`config.mk`:
```
export PLATFORM = sky130hd
export DESIGN_NAME = dual_pattern_scroll_timer_top
export DESIGN_NICKNAME = d
export VERILOG_FILES = /design/src/rtl/dpst_pkg.sv /design/src/rtl/dpst_div.sv /design/src/rtl/dpst_core.sv /design/src/rtl/dual_pattern_scroll_timer_top.sv
export SDC_FILE = /design/constraint.sdc
export NUM_CORES = 1
export LEC_CHECK = 0
export BUFFER_PORTS_ARGS = -buffer_cell sky130_fd_sc_hd__buf_4
export CORE_ASPECT_RATIO = 1.75
export CORE_MARGIN = 8
export CORE_UTILIZATION = 57
export CTS_CLUSTER_SIZE = 10
export DETAILED_ROUTE_END_ITERATION = 8
export PLACE_DENSITY = 0.84
export REMOVE_ABC_BUFFERS = 1
export SYNTH_ARGS = -nofsm -noshare
export SYNTH_HDL_FRONTEND = slang
export SYNTH_SLANG_ARGS = --single-unit
export TNS_END_PERCENT = 30
```
`constraint.sdc`:
```
create_clock -name clk -period 5.3 [get_ports clk]
set_clock_uncertainty 0.1 [all_clocks]
set_input_delay 0.265 -clock clk [delete_from_list [all_inputs] [get_ports clk]]
set_output_delay 0.265 -clock clk [all_outputs]
set_load 0.005 [all_outputs]
```
`src/rtl/dpst_pkg.sv`:
```
// Shared types and constants for the dual pattern scroll timer.
`default_nettype none

package dpst_pkg;

	localparam int SPEED_W    = 8;
	localparam int PERIOD_W   = 9;
	localparam int TPS_W      = 20;
	localparam int IN_TIME_W  = 32;
	localparam int OFFSET_W   = 8;
	localparam int CFG_IDX_W  = 3;
	localparam int CFG_DATA_W = 20;

	localparam logic [TPS_W-1:0]    TPS_RESET    = 20'd1000;
	localparam logic [PERIOD_W-1:0] PERIOD_RESET = 9'd1;

	typedef enum logic [1:0] {
		OP_UPDATE = 2'd0,
		OP_SKIP   = 2'd1,
		OP_INIT   = 2'd2
	} opcode_t;

	typedef enum logic [CFG_IDX_W-1:0] {
		REG_COLOR_SPEED  = 3'd0,
		REG_DIM_SPEED    = 3'd1,
		REG_COLOR_PERIOD = 3'd2,
		REG_DIM_PERIOD   = 3'd3,
		REG_TPS          = 3'd4
	} reg_idx_t;

	typedef struct packed {
		logic [1:0]           opcode;
		logic [IN_TIME_W-1:0] time_value;
	} req_t;

	typedef struct packed {
		logic [OFFSET_W-1:0] color_offset;
		logic [OFFSET_W-1:0] dim_offset;
		logic [OFFSET_W-1:0] hue_count;
		logic                color_ready;
		logic                dim_ready;
		logic                color_moved;
		logic                dim_moved;
	} rsp_t;

	typedef struct packed {
		logic [SPEED_W-1:0]  color_speed;
		logic [SPEED_W-1:0]  dim_speed;
		logic [PERIOD_W-1:0] color_period;
		logic [PERIOD_W-1:0] dim_period;
		logic [TPS_W-1:0]    ticks_per_second;
		logic                color_clr;
		logic                dim_clr;
	} cfg_t;

endpackage

`default_nettype wire

```
`src/rtl/dpst_div.sv`:
```
// Bit-serial restoring divider shared by both channels for the step size.
`default_nettype none

module dpst_div import dpst_pkg::*; (
	input  wire logic               clk,
	input  wire logic               arst_n,
	input  wire logic               start,
	input  wire logic [TPS_W-1:0]   dividend,
	input  wire logic [SPEED_W-1:0] divisor,
	output logic                    done,
	output logic [TPS_W-1:0]        quotient
);

	localparam int CNT_W = $clog2(TPS_W);

	logic               busy_q;
	logic               done_q;
	logic [CNT_W-1:0]   cnt_q;
	logic [SPEED_W-1:0] rem_q;
	logic [TPS_W-1:0]   quo_q;
	logic [SPEED_W-1:0] dvs_q;

	logic [SPEED_W:0]   shifted;
	logic [SPEED_W+1:0] diff;
	logic               fits;

	assign shifted = {rem_q, quo_q[TPS_W-1]};
	assign diff    = {1'b0, shifted} - {2'b00, dvs_q};
	assign fits    = !diff[SPEED_W+1];

	always_ff @(posedge clk or negedge arst_n) begin
		if (!arst_n) begin
			busy_q <= 1'b0;
			done_q <= 1'b0;
			cnt_q  <= '0;
		end else begin
			done_q <= 1'b0;
			if (start) begin
				busy_q <= 1'b1;
				cnt_q  <= CNT_W'(TPS_W - 1);
			end else if (busy_q) begin
				if (cnt_q == '0) begin
					busy_q <= 1'b0;
					done_q <= 1'b1;
				end else begin
					cnt_q <= cnt_q - 1'b1;
				end
			end
		end
	end

	always_ff @(posedge clk) begin
		if (start) begin
			rem_q <= '0;
			quo_q <= dividend;
			dvs_q <= divisor;
		end else if (busy_q) begin
			rem_q <= fits ? diff[SPEED_W-1:0] : shifted[SPEED_W-1:0];
			quo_q <= {quo_q[TPS_W-2:0], fits};
		end
	end

	assign done     = done_q;
	assign quotient = quo_q;

endmodule

`default_nettype wire

```
`src/rtl/dpst_core.sv`:
```
// Sequencer, channel state and response register of the scroll timer.
`default_nettype none

module dpst_core import dpst_pkg::*; #(
	parameter int MAX_PERIOD = 256,
	parameter int TIME_BITS  = 32
) (
	input  wire logic clk,
	input  wire logic arst_n,
	input  wire cfg_t cfg,
	input  wire logic req_valid,
	output logic      req_ready,
	input  wire req_t req,
	output logic      rsp_valid,
	input  wire logic rsp_ready,
	output rsp_t      rsp
);

	localparam int TW    = TIME_BITS;
	localparam int CW    = (TIME_BITS > TPS_W) ? TIME_BITS : TPS_W;
	localparam int OFF_W = (MAX_PERIOD > 512) ? 9 : $clog2(MAX_PERIOD);

	typedef enum logic [3:0] {
		S_IDLE,
		S_SKIP,
		S_DIM_START,
		S_DIM_WAIT,
		S_DIM_UPD,
		S_COL_START,
		S_COL_WAIT,
		S_COL_UPD,
		S_DONE
	} state_t;

	function automatic logic [PERIOD_W-1:0] eff_period(input logic [PERIOD_W-1:0] p);
		logic [PERIOD_W-1:0] r;
		if (p == '0) begin
			r = PERIOD_W'(1);
		end else if (32'(p) > 32'(MAX_PERIOD)) begin
			r = PERIOD_W'(MAX_PERIOD);
		end else begin
			r = p;
		end
		return r;
	endfunction

	function automatic logic [OFF_W-1:0] move_offset(input logic [OFF_W-1:0] off,
			input logic [PERIOD_W-1:0] period, input logic fwd);
		logic [PERIOD_W:0] oe;
		logic [PERIOD_W:0] pe;
		logic [PERIOD_W:0] r;
		oe = (PERIOD_W+1)'(off);
		pe = (PERIOD_W+1)'(eff_period(period));
		if (fwd) begin
			r = (oe == '0 || oe >= pe) ? pe - 1'b1 : oe - 1'b1;
		end else begin
			r = (oe + 1'b1 >= pe) ? '0 : oe + 1'b1;
		end
		return OFF_W'(r);
	endfunction

	state_t             state_q;
	logic [TW-1:0]      tv_q;
	logic [TW-1:0]      color_last_q;
	logic [TW-1:0]      dim_last_q;
	logic [OFF_W-1:0]   color_first_q;
	logic [OFF_W-1:0]   dim_first_q;
	logic [OFFSET_W-1:0] hue_q;
	logic               due_q;
	logic               color_ready_q;
	logic               dim_ready_q;
	logic               color_moved_q;
	logic               dim_moved_q;
	logic               rsp_valid_q;
	rsp_t               rsp_q;

	logic               div_start;
	logic               div_done;
	logic [TPS_W-1:0]   step;
	logic [SPEED_W-1:0] speed_sel;
	logic [SPEED_W-1:0] mag_sel;
	logic [TW-1:0]      last_sel;
	logic [TW-1:0]      elapsed;
	logic               due;
	logic               col_phase;

	assign col_phase = (state_q == S_COL_START) || (state_q == S_COL_WAIT);
	assign speed_sel = col_phase ? cfg.color_speed : cfg.dim_speed;
	assign mag_sel   = speed_sel[SPEED_W-1] ? SPEED_W'(-speed_sel) : speed_sel;
	assign last_sel  = col_phase ? color_last_q : dim_last_q;
	assign elapsed   = tv_q - last_sel;
	assign due       = CW'(elapsed) >= CW'(step);
	assign div_start = ((state_q == S_DIM_START) && (cfg.dim_speed != '0)) ||
		((state_q == S_COL_START) && (cfg.color_speed != '0));

	dpst_div u_div (
		.clk      (clk),
		.arst_n   (arst_n),
		.start    (div_start),
		.dividend (cfg.ticks_per_second),
		.divisor  (mag_sel),
		.done     (div_done),
		.quotient (step)
	);

	always_ff @(posedge clk or negedge arst_n) begin
		if (!arst_n) begin
			state_q       <= S_IDLE;
			tv_q          <= '0;
			color_last_q  <= '0;
			dim_last_q    <= '0;
			color_first_q <= '0;
			dim_first_q   <= '0;
			hue_q         <= '0;
			due_q         <= 1'b0;
			color_ready_q <= 1'b0;
			dim_ready_q   <= 1'b0;
			color_moved_q <= 1'b0;
			dim_moved_q   <= 1'b0;
			rsp_valid_q   <= 1'b0;
			rsp_q         <= '0;
		end else begin
			if (rsp_valid_q && rsp_ready && (state_q != S_DONE)) begin
				rsp_valid_q <= 1'b0;
			end
			if (cfg.color_clr) begin
				color_first_q <= '0;
			end
			if (cfg.dim_clr) begin
				dim_first_q <= '0;
			end
			case (state_q)
				S_IDLE: begin
					if (req_valid) begin
						tv_q          <= TW'(req.time_value);
						color_ready_q <= 1'b0;
						dim_ready_q   <= 1'b0;
						color_moved_q <= 1'b0;
						dim_moved_q   <= 1'b0;
						case (req.opcode)
							OP_UPDATE: state_q <= S_DIM_START;
							OP_SKIP:   state_q <= S_SKIP;
							OP_INIT: begin
								color_first_q <= '0;
								dim_first_q   <= '0;
								color_last_q  <= TW'(req.time_value);
								dim_last_q    <= TW'(req.time_value);
								state_q       <= S_DONE;
							end
							default: state_q <= S_DONE;
						endcase
					end
				end
				S_SKIP: begin
					color_last_q <= color_last_q + tv_q;
					dim_last_q   <= dim_last_q + tv_q;
					state_q      <= S_DONE;
				end
				S_DIM_START: begin
					if (cfg.dim_speed == '0) begin
						dim_last_q  <= tv_q;
						dim_ready_q <= 1'b1;
						state_q     <= S_COL_START;
					end else begin
						state_q <= S_DIM_WAIT;
					end
				end
				S_DIM_WAIT: begin
					if (div_done) begin
						due_q   <= due;
						state_q <= S_DIM_UPD;
					end
				end
				S_DIM_UPD: begin
					dim_ready_q <= due_q;
					dim_moved_q <= due_q;
					if (due_q) begin
						dim_first_q <= move_offset(dim_first_q, cfg.dim_period,
							!cfg.dim_speed[SPEED_W-1]);
						dim_last_q  <= dim_last_q + TW'(step);
					end
					state_q <= S_COL_START;
				end
				S_COL_START: begin
					if (cfg.color_speed == '0) begin
						color_last_q  <= tv_q;
						color_ready_q <= 1'b1;
						state_q       <= S_DONE;
					end else begin
						state_q <= S_COL_WAIT;
					end
				end
				S_COL_WAIT: begin
					if (div_done) begin
						due_q   <= due;
						state_q <= S_COL_UPD;
					end
				end
				S_COL_UPD: begin
					color_ready_q <= due_q;
					color_moved_q <= due_q;
					if (due_q) begin
						color_first_q <= move_offset(color_first_q, cfg.color_period,
							!cfg.color_speed[SPEED_W-1]);
						color_last_q  <= color_last_q + TW'(step);
						hue_q         <= cfg.color_speed[SPEED_W-1] ?
							hue_q - 1'b1 : hue_q + 1'b1;
					end
					state_q <= S_DONE;
				end
				S_DONE: begin
					if (!rsp_valid_q || rsp_ready) begin
						rsp_q.color_offset <= OFFSET_W'(color_first_q);
						rsp_q.dim_offset   <= OFFSET_W'(dim_first_q);
						rsp_q.hue_count    <= hue_q;
						rsp_q.color_ready  <= color_ready_q;
						rsp_q.dim_ready    <= dim_ready_q;
						rsp_q.color_moved  <= color_moved_q;
						rsp_q.dim_moved    <= dim_moved_q;
						rsp_valid_q        <= 1'b1;
						state_q            <= S_IDLE;
					end
				end
				default: state_q <= S_IDLE;
			endcase
		end
	end

	assign req_ready = (state_q == S_IDLE);
	assign rsp_valid = rsp_valid_q;
	assign rsp       = rsp_q;

	a_busy_after_req: assert property (@(posedge clk) disable iff (!arst_n)
		req_valid && req_ready |=> !req_ready)
		else $error("request accepted while previous one in flight");

	a_done_in_wait: assert property (@(posedge clk) disable iff (!arst_n)
		div_done |-> (state_q == S_DIM_WAIT) || (state_q == S_COL_WAIT))
		else $error("divider finished outside a wait state");

	a_moved_implies_ready: assert property (@(posedge clk) disable iff (!arst_n)
		rsp_valid |-> (!rsp.color_moved || rsp.color_ready) &&
		(!rsp.dim_moved || rsp.dim_ready))
		else $error("offset moved without step due");

	a_no_start_while_idle: assert property (@(posedge clk) disable iff (!arst_n)
		div_start |=> (state_q == S_DIM_WAIT) || (state_q == S_COL_WAIT))
		else $error("divider started without waiting on it");

endmodule

`default_nettype wire

```
`src/rtl/dual_pattern_scroll_timer_top.sv`:
```
// Top level of the dual pattern scroll timer: configuration registers and core.
//
// Requests arrive on req_valid/req_ready with req (opcode, time_value); each
// request produces one response on rsp_valid/rsp_ready with rsp holding both
// offsets, the hue counter and the ready and moved flags.
// An update request runs the step size ticks_per_second / |speed| through one
// shared bit-serial divider, one quotient bit per cycle, once for each
// channel with nonzero speed, dim before colour. The response is then
// registered in S_DONE; skip, init, and updates with both speeds zero
// reach S_DONE without using the divider.
// One request is in flight at a time; req_ready is low from acceptance
// until the response has been loaded into the output register.
// A stalled receiver holds the response; the next request is still taken,
// and its response waits until the output register frees.
// Configuration is written through cfg_we/cfg_index/cfg_wdata,
// and a period write with a new value zeroes that channel's offset.
// Reset clears offsets, last-move times and hue, and loads the register
// defaults: speeds 0, periods 1, ticks_per_second 1000.
`default_nettype none

module dual_pattern_scroll_timer_top import dpst_pkg::*; #(
	parameter int MAX_PERIOD = 256,
	parameter int TIME_BITS  = 32
) (
	input  wire logic                  clk,
	input  wire logic                  arst_n,
	input  wire logic                  cfg_we,
	input  wire logic [CFG_IDX_W-1:0]  cfg_index,
	input  wire logic [CFG_DATA_W-1:0] cfg_wdata,
	input  wire logic                  req_valid,
	output logic                       req_ready,
	input  wire req_t                  req,
	output logic                       rsp_valid,
	input  wire logic                  rsp_ready,
	output rsp_t                       rsp
);

	logic [SPEED_W-1:0]  color_speed_q;
	logic [SPEED_W-1:0]  dim_speed_q;
	logic [PERIOD_W-1:0] color_period_q;
	logic [PERIOD_W-1:0] dim_period_q;
	logic [TPS_W-1:0]    tps_q;
	cfg_t                cfg;

	always_ff @(posedge clk or negedge arst_n) begin
		if (!arst_n) begin
			color_speed_q  <= '0;
			dim_speed_q    <= '0;
			color_period_q <= PERIOD_RESET;
			dim_period_q   <= PERIOD_RESET;
			tps_q          <= TPS_RESET;
		end else if (cfg_we) begin
			case (cfg_index)
				REG_COLOR_SPEED:  color_speed_q  <= cfg_wdata[SPEED_W-1:0];
				REG_DIM_SPEED:    dim_speed_q    <= cfg_wdata[SPEED_W-1:0];
				REG_COLOR_PERIOD: color_period_q <= cfg_wdata[PERIOD_W-1:0];
				REG_DIM_PERIOD:   dim_period_q   <= cfg_wdata[PERIOD_W-1:0];
				REG_TPS:          tps_q          <= cfg_wdata[TPS_W-1:0];
				default: ;
			endcase
		end
	end

	always_comb begin
		cfg.color_speed      = color_speed_q;
		cfg.dim_speed        = dim_speed_q;
		cfg.color_period     = color_period_q;
		cfg.dim_period       = dim_period_q;
		cfg.ticks_per_second = tps_q;
		cfg.color_clr        = cfg_we && (cfg_index == REG_COLOR_PERIOD) &&
			(cfg_wdata[PERIOD_W-1:0] != color_period_q);
		cfg.dim_clr          = cfg_we && (cfg_index == REG_DIM_PERIOD) &&
			(cfg_wdata[PERIOD_W-1:0] != dim_period_q);
	end

	dpst_core #(
		.MAX_PERIOD (MAX_PERIOD),
		.TIME_BITS  (TIME_BITS)
	) u_core (
		.clk       (clk),
		.arst_n    (arst_n),
		.cfg       (cfg),
		.req_valid (req_valid),
		.req_ready (req_ready),
		.req       (req),
		.rsp_valid (rsp_valid),
		.rsp_ready (rsp_ready),
		.rsp       (rsp)
	);

endmodule

`default_nettype wire

```
==> impl_results.md <==
* Status: finished, final reports clean
* Seq/Total Area, Yosys at 0.327
* F_max at between 150 and 200 MHz
* CP Max Fanout at 11
* Layout cells sized above 1 at 0.147
* Crit share post-route at 0.951
* FF+latch count, synth at 255
* Crit path required time at between 5 and 6 ns
* Dpl cells at approximately 2.7k
* CTS root buffer: clkbuf_16
* Area of the multi-input gates at 12800 sq um
* Filler cells at between 2k and 3k
* Synth top area cells: dfrtp_1 (27%), ha_1 (11%), mux2_2 (7.3%), o21ai_0 (4.5%), edfxtp_1 (4.2%)
* Final worst slack at 0.260 ns
* Synth async-reset ratio at 0.859
* Endpoints failing setup at 0
* Nets at 2597
* Total GRT Usage at 0.301
* RSZ-0062 raised after global routing: false
* Post-synth top flop: dfrtp_1
* Vias per cell at 6.48
* Drc violations at 0
* Die Wd at about 160 microns
* Finished Layout Cells at 2842
* NetSw at approximately 8.5 mW
* GRT Residual Overflow at 0
* CTS tree: yes
* Pwr dens at 756 nW/um^2
* Switching share of power at 0.496
* Max-cap violations at 0
* Iteration-0 DRC Markers at 1442
* Sink Count at between 200 and 300
* Syn avg cell area at between 8 and 9 sq um
* DP HPWL at 45.6 mm
* Max Root-Sink Buffers at 3
* Min cycle time layout at 5.04 ns
* Top-Level Pins at ~90
* Clock latency on the worst-skew pair at 0.57 ns
* Yosys cell types at 85
* Clock power share at 0.112
* Slew headroom at 0.199
* Post-Syn Instances at 2229
* WL/cell at 22.3 microns
* Synth warnings at 0
* Routability Congestion at 0.998
* Mapped Area at 19900 sq um
* Number of global-route vias before repair at 19.0k
* First-pass GRT wire length at a little under 100 mm
* Dpl ws at -0.0160 ns
* Hold Vio Cnt, Final at 0
* TritonCTS Buffers at 30
* Pins over their slew limit at 0
* Initial Utilization at 0.576
* Critical Path Sink Type: flop
* Core ar. at 34500 sq um
* ANT cells at 0
* VDD IR max at 0.356 mV
* Storage cell area at 6490 sq um
* Initial antenna violation count at 0
* Pin count of the biggest net entering global routing at between 90 and 100
* H-tree depth at 1
* Comb pwr share at 0.684
* Crit path DAT at 5.40 ns
* PortBufs at 91
* Top cell type's share of synthesized area at 0.266
* Power consumption at approximately 17 mW
* Worst Setup Start Kind: flop
* Antenna-violating nets left at 0
* Die Area at between 40000 and 50000 sq um
* Post-synth top area cell: dfrtp_1
* R2r setup slk at between 0.2 and 0.3 ns
* EDFF count, synth at 28
* Critical path class: flop to flop
* Pre-Repair DR Iteration Count at 6
* Detailed Route WL at about 63 mm
* Class of the most critical hold timing path: input pin to flop
* P&R area growth vs syn at 14.2%
* Sequential share of power at 0.203
* Via count at 18.4k
* Row count at 90
* Worst-path clk slew at 0.06 ns
* Die Y at 263 microns
* Least-Margin Pin Slew at 1.19 ns
* Internal at ~8.6 mW
* Pleak at 10.4 nW
-- power by group through the flow --
stage,clock network [mW],logic [mW],registers [mW]
4_1_cts,1.95,11.3,3.45
6_report,1.93,11.7,3.49
2_1_floorplan,0,8.14,3.23
3_3_place_gp,0,10.8,3.44
5_1_grt,2.02,12.8,3.55
3_5_place_dp,0,11.2,3.47
-- cell usage after synthesis (11+ instances only) --
| cell type | count |
|---|---|
| o211ai_1 | 11 |
| xor2_1 | 48 |
| nor2b_1 | 23 |
| o21ai_0 | 178 |
| xnor2_1 | 89 |
| dfrtp_1 | 211 |
| mux2i_1 | 51 |
| clkbuf_1 | 87 |
| edfxtp_1 | 28 |
| o21bai_1 | 22 |
| and2_1 | 29 |
| a31oi_1 | 33 |
| a211oi_1 | 21 |
| nand2b_1 | 31 |
| inv_1 | 88 |
| o22ai_1 | 15 |
| a21o_1 | 49 |
| a221oi_1 | 41 |
| o21a_1 | 23 |
| mux2_2 | 128 |
| nor4_1 | 14 |
| o31ai_1 | 13 |
| nor2_1 | 156 |
| and3_1 | 16 |
| nand2_1 | 223 |
| nor3_1 | 43 |
| a21oi_1 | 145 |
| nand4_1 | 17 |
| a22oi_1 | 18 |
| ha_1 | 172 |
| nand3_1 | 45 |
-- routing by layer --
| layer | up-vias | GRT usage | part of all wire |
|---|---|---|---|
| met1 | 8777 | 0.297 | 0.33 |
| li1 | 8433 | - | - |
| met4 | 0 | 0.244 | 0.087 |
| met3 | 332 | 0.0430 | 0.062 |
| met5 | - | 0 | 0 |
| met2 | 863 | 0.545 | 0.52 |
-- final timing paths --
| path | startpoint | endpoint | cells after the start |
|---|---|---|---|
| setup / recovery | color_period_q[7] | u_core.color_first_q[2] | 19 |
| hold / removal | req[32] | u_core.state_q[0] | 3 |
| setup reg to reg | color_period_q[7] | u_core.color_first_q[2] | 19 |
| hold reg to reg | u_core.rsp[16] | u_core.rsp[16] | 2 |
| max in group asynchronous | arst_n | u_core.dim_first_q[4] | 3 |
| min in group asynchronous | arst_n | u_core.dim_last_q[19] | 2 |
-- cells by family (layout without fill, tap and decap cells) --
| logic type | Yosys count | in the layout | synth area share |
|---|---|---|---|
| AND/OR/NAND/NOR | 649 | 649 | 0.154 |
| XOR/XNOR | 137 | 137 | 0.0604 |
| multiplexers | 180 | 180 | 0.0990 |
| AO/OA/AOI/OAI | 646 | 646 | 0.211 |
| adder cells (fa/ha/maj) | 177 | 177 | 0.113 |
| buffers and inverters | 185 | 338 | 0.0351 |
| flip-flops | 255 | 255 | 0.327 |
-- cell usage in the layout, fill, tap and decap left out, types with 31 or more instances in the layout --
cell type,n
clkbuf_16,31
nand2_1,221
a221oi_1,41
xor2_1,47
dfrtp_1,211
mux2i_1,51
mux2_2,128
nor2_1,153
a21o_1,49
o21ai_0,174
a31oi_1,33
ha_1,171
nor3_1,41
a21oi_1,143
inv_1,88
buf_4,133
dlygate4sd3_1,55
nand3_1,44
xnor2_1,89
-- sequential cells by signal, summed over array words and instances (netlist names), 9 cells and up --
| signal | cells |
|---|---|
| u_core.u_div.quotient | 20 |
| tps_q | 20 |
| dim_period_q | 9 |
| u_core.tv_q | 32 |
| u_core.color_last_q | 32 |
| u_core.dim_last_q | 32 |
| u_core.rsp | 28 |
| color_period_q | 9 |
-- layout make-up --
| cell class | instances | share of cell area |
|---|---|---|
| timing repair buffer | 192 | 0.0708 |
| sequential | 255 | 0.286 |
| clock buffer | 54 | 0.0384 |
| tap | 460 | 0.0254 |
| multi-input combinational | 1789 | 0.564 |
| clock inverter | 2 | 0.000607 |
| inverter | 90 | 0.0149 |
-- timing repair --
| item | 4_1_cts | 5_1_grt |
|---|---|---|
| hold buffers | 55 | 0 |
| setup buffers | 0 | 2 |
| resized for setup | 2 | 18 |
| pin swaps | 0 | 13 |
| hold endpoints to repair | 232 | 0 |
| setup endpoints to repair | 1 | 1 |
-- critical path, stage by stage (launching register included) --
cell and delay (ns):
dfrtp_1 0.42, nor4_1 0.37, a21oi_1 0.13, nor2_1 0.34, ha_1 0.30, nand2b_1 0.16, a21o_1 0.20, a21o_1 0.17
a21oi_1 0.18, o21ai_0 0.22, a2111oi_4 0.59, nor2_1 0.34, nor2_1 0.20, a21oi_1 0.08, ha_1 0.37, or3_1 0.35
a22oi_1 0.15, a211oi_1 0.07, o21ai_0 0.13, nand2_1 0.07
-- per-stage QoR --
step / cell area [sq um] / setup TNS [ns] / utilization / hold slack (ns)
detailed placement: 21100 / -0.0160 / 0.614 / 0.264
finish: 22700 / 0 / 0.658 / 0.0262
global placement: 21100 / 0 / 0.614 / 0.255
CTS: 22600 / 0 / 0.656 / 0.00562
floorplan: 19500 / -1.12 / - / -0.131
global route: 22700 / 0 / 0.658 / 0.0409
No activity file was read; power rests on OpenSTA's default activity.
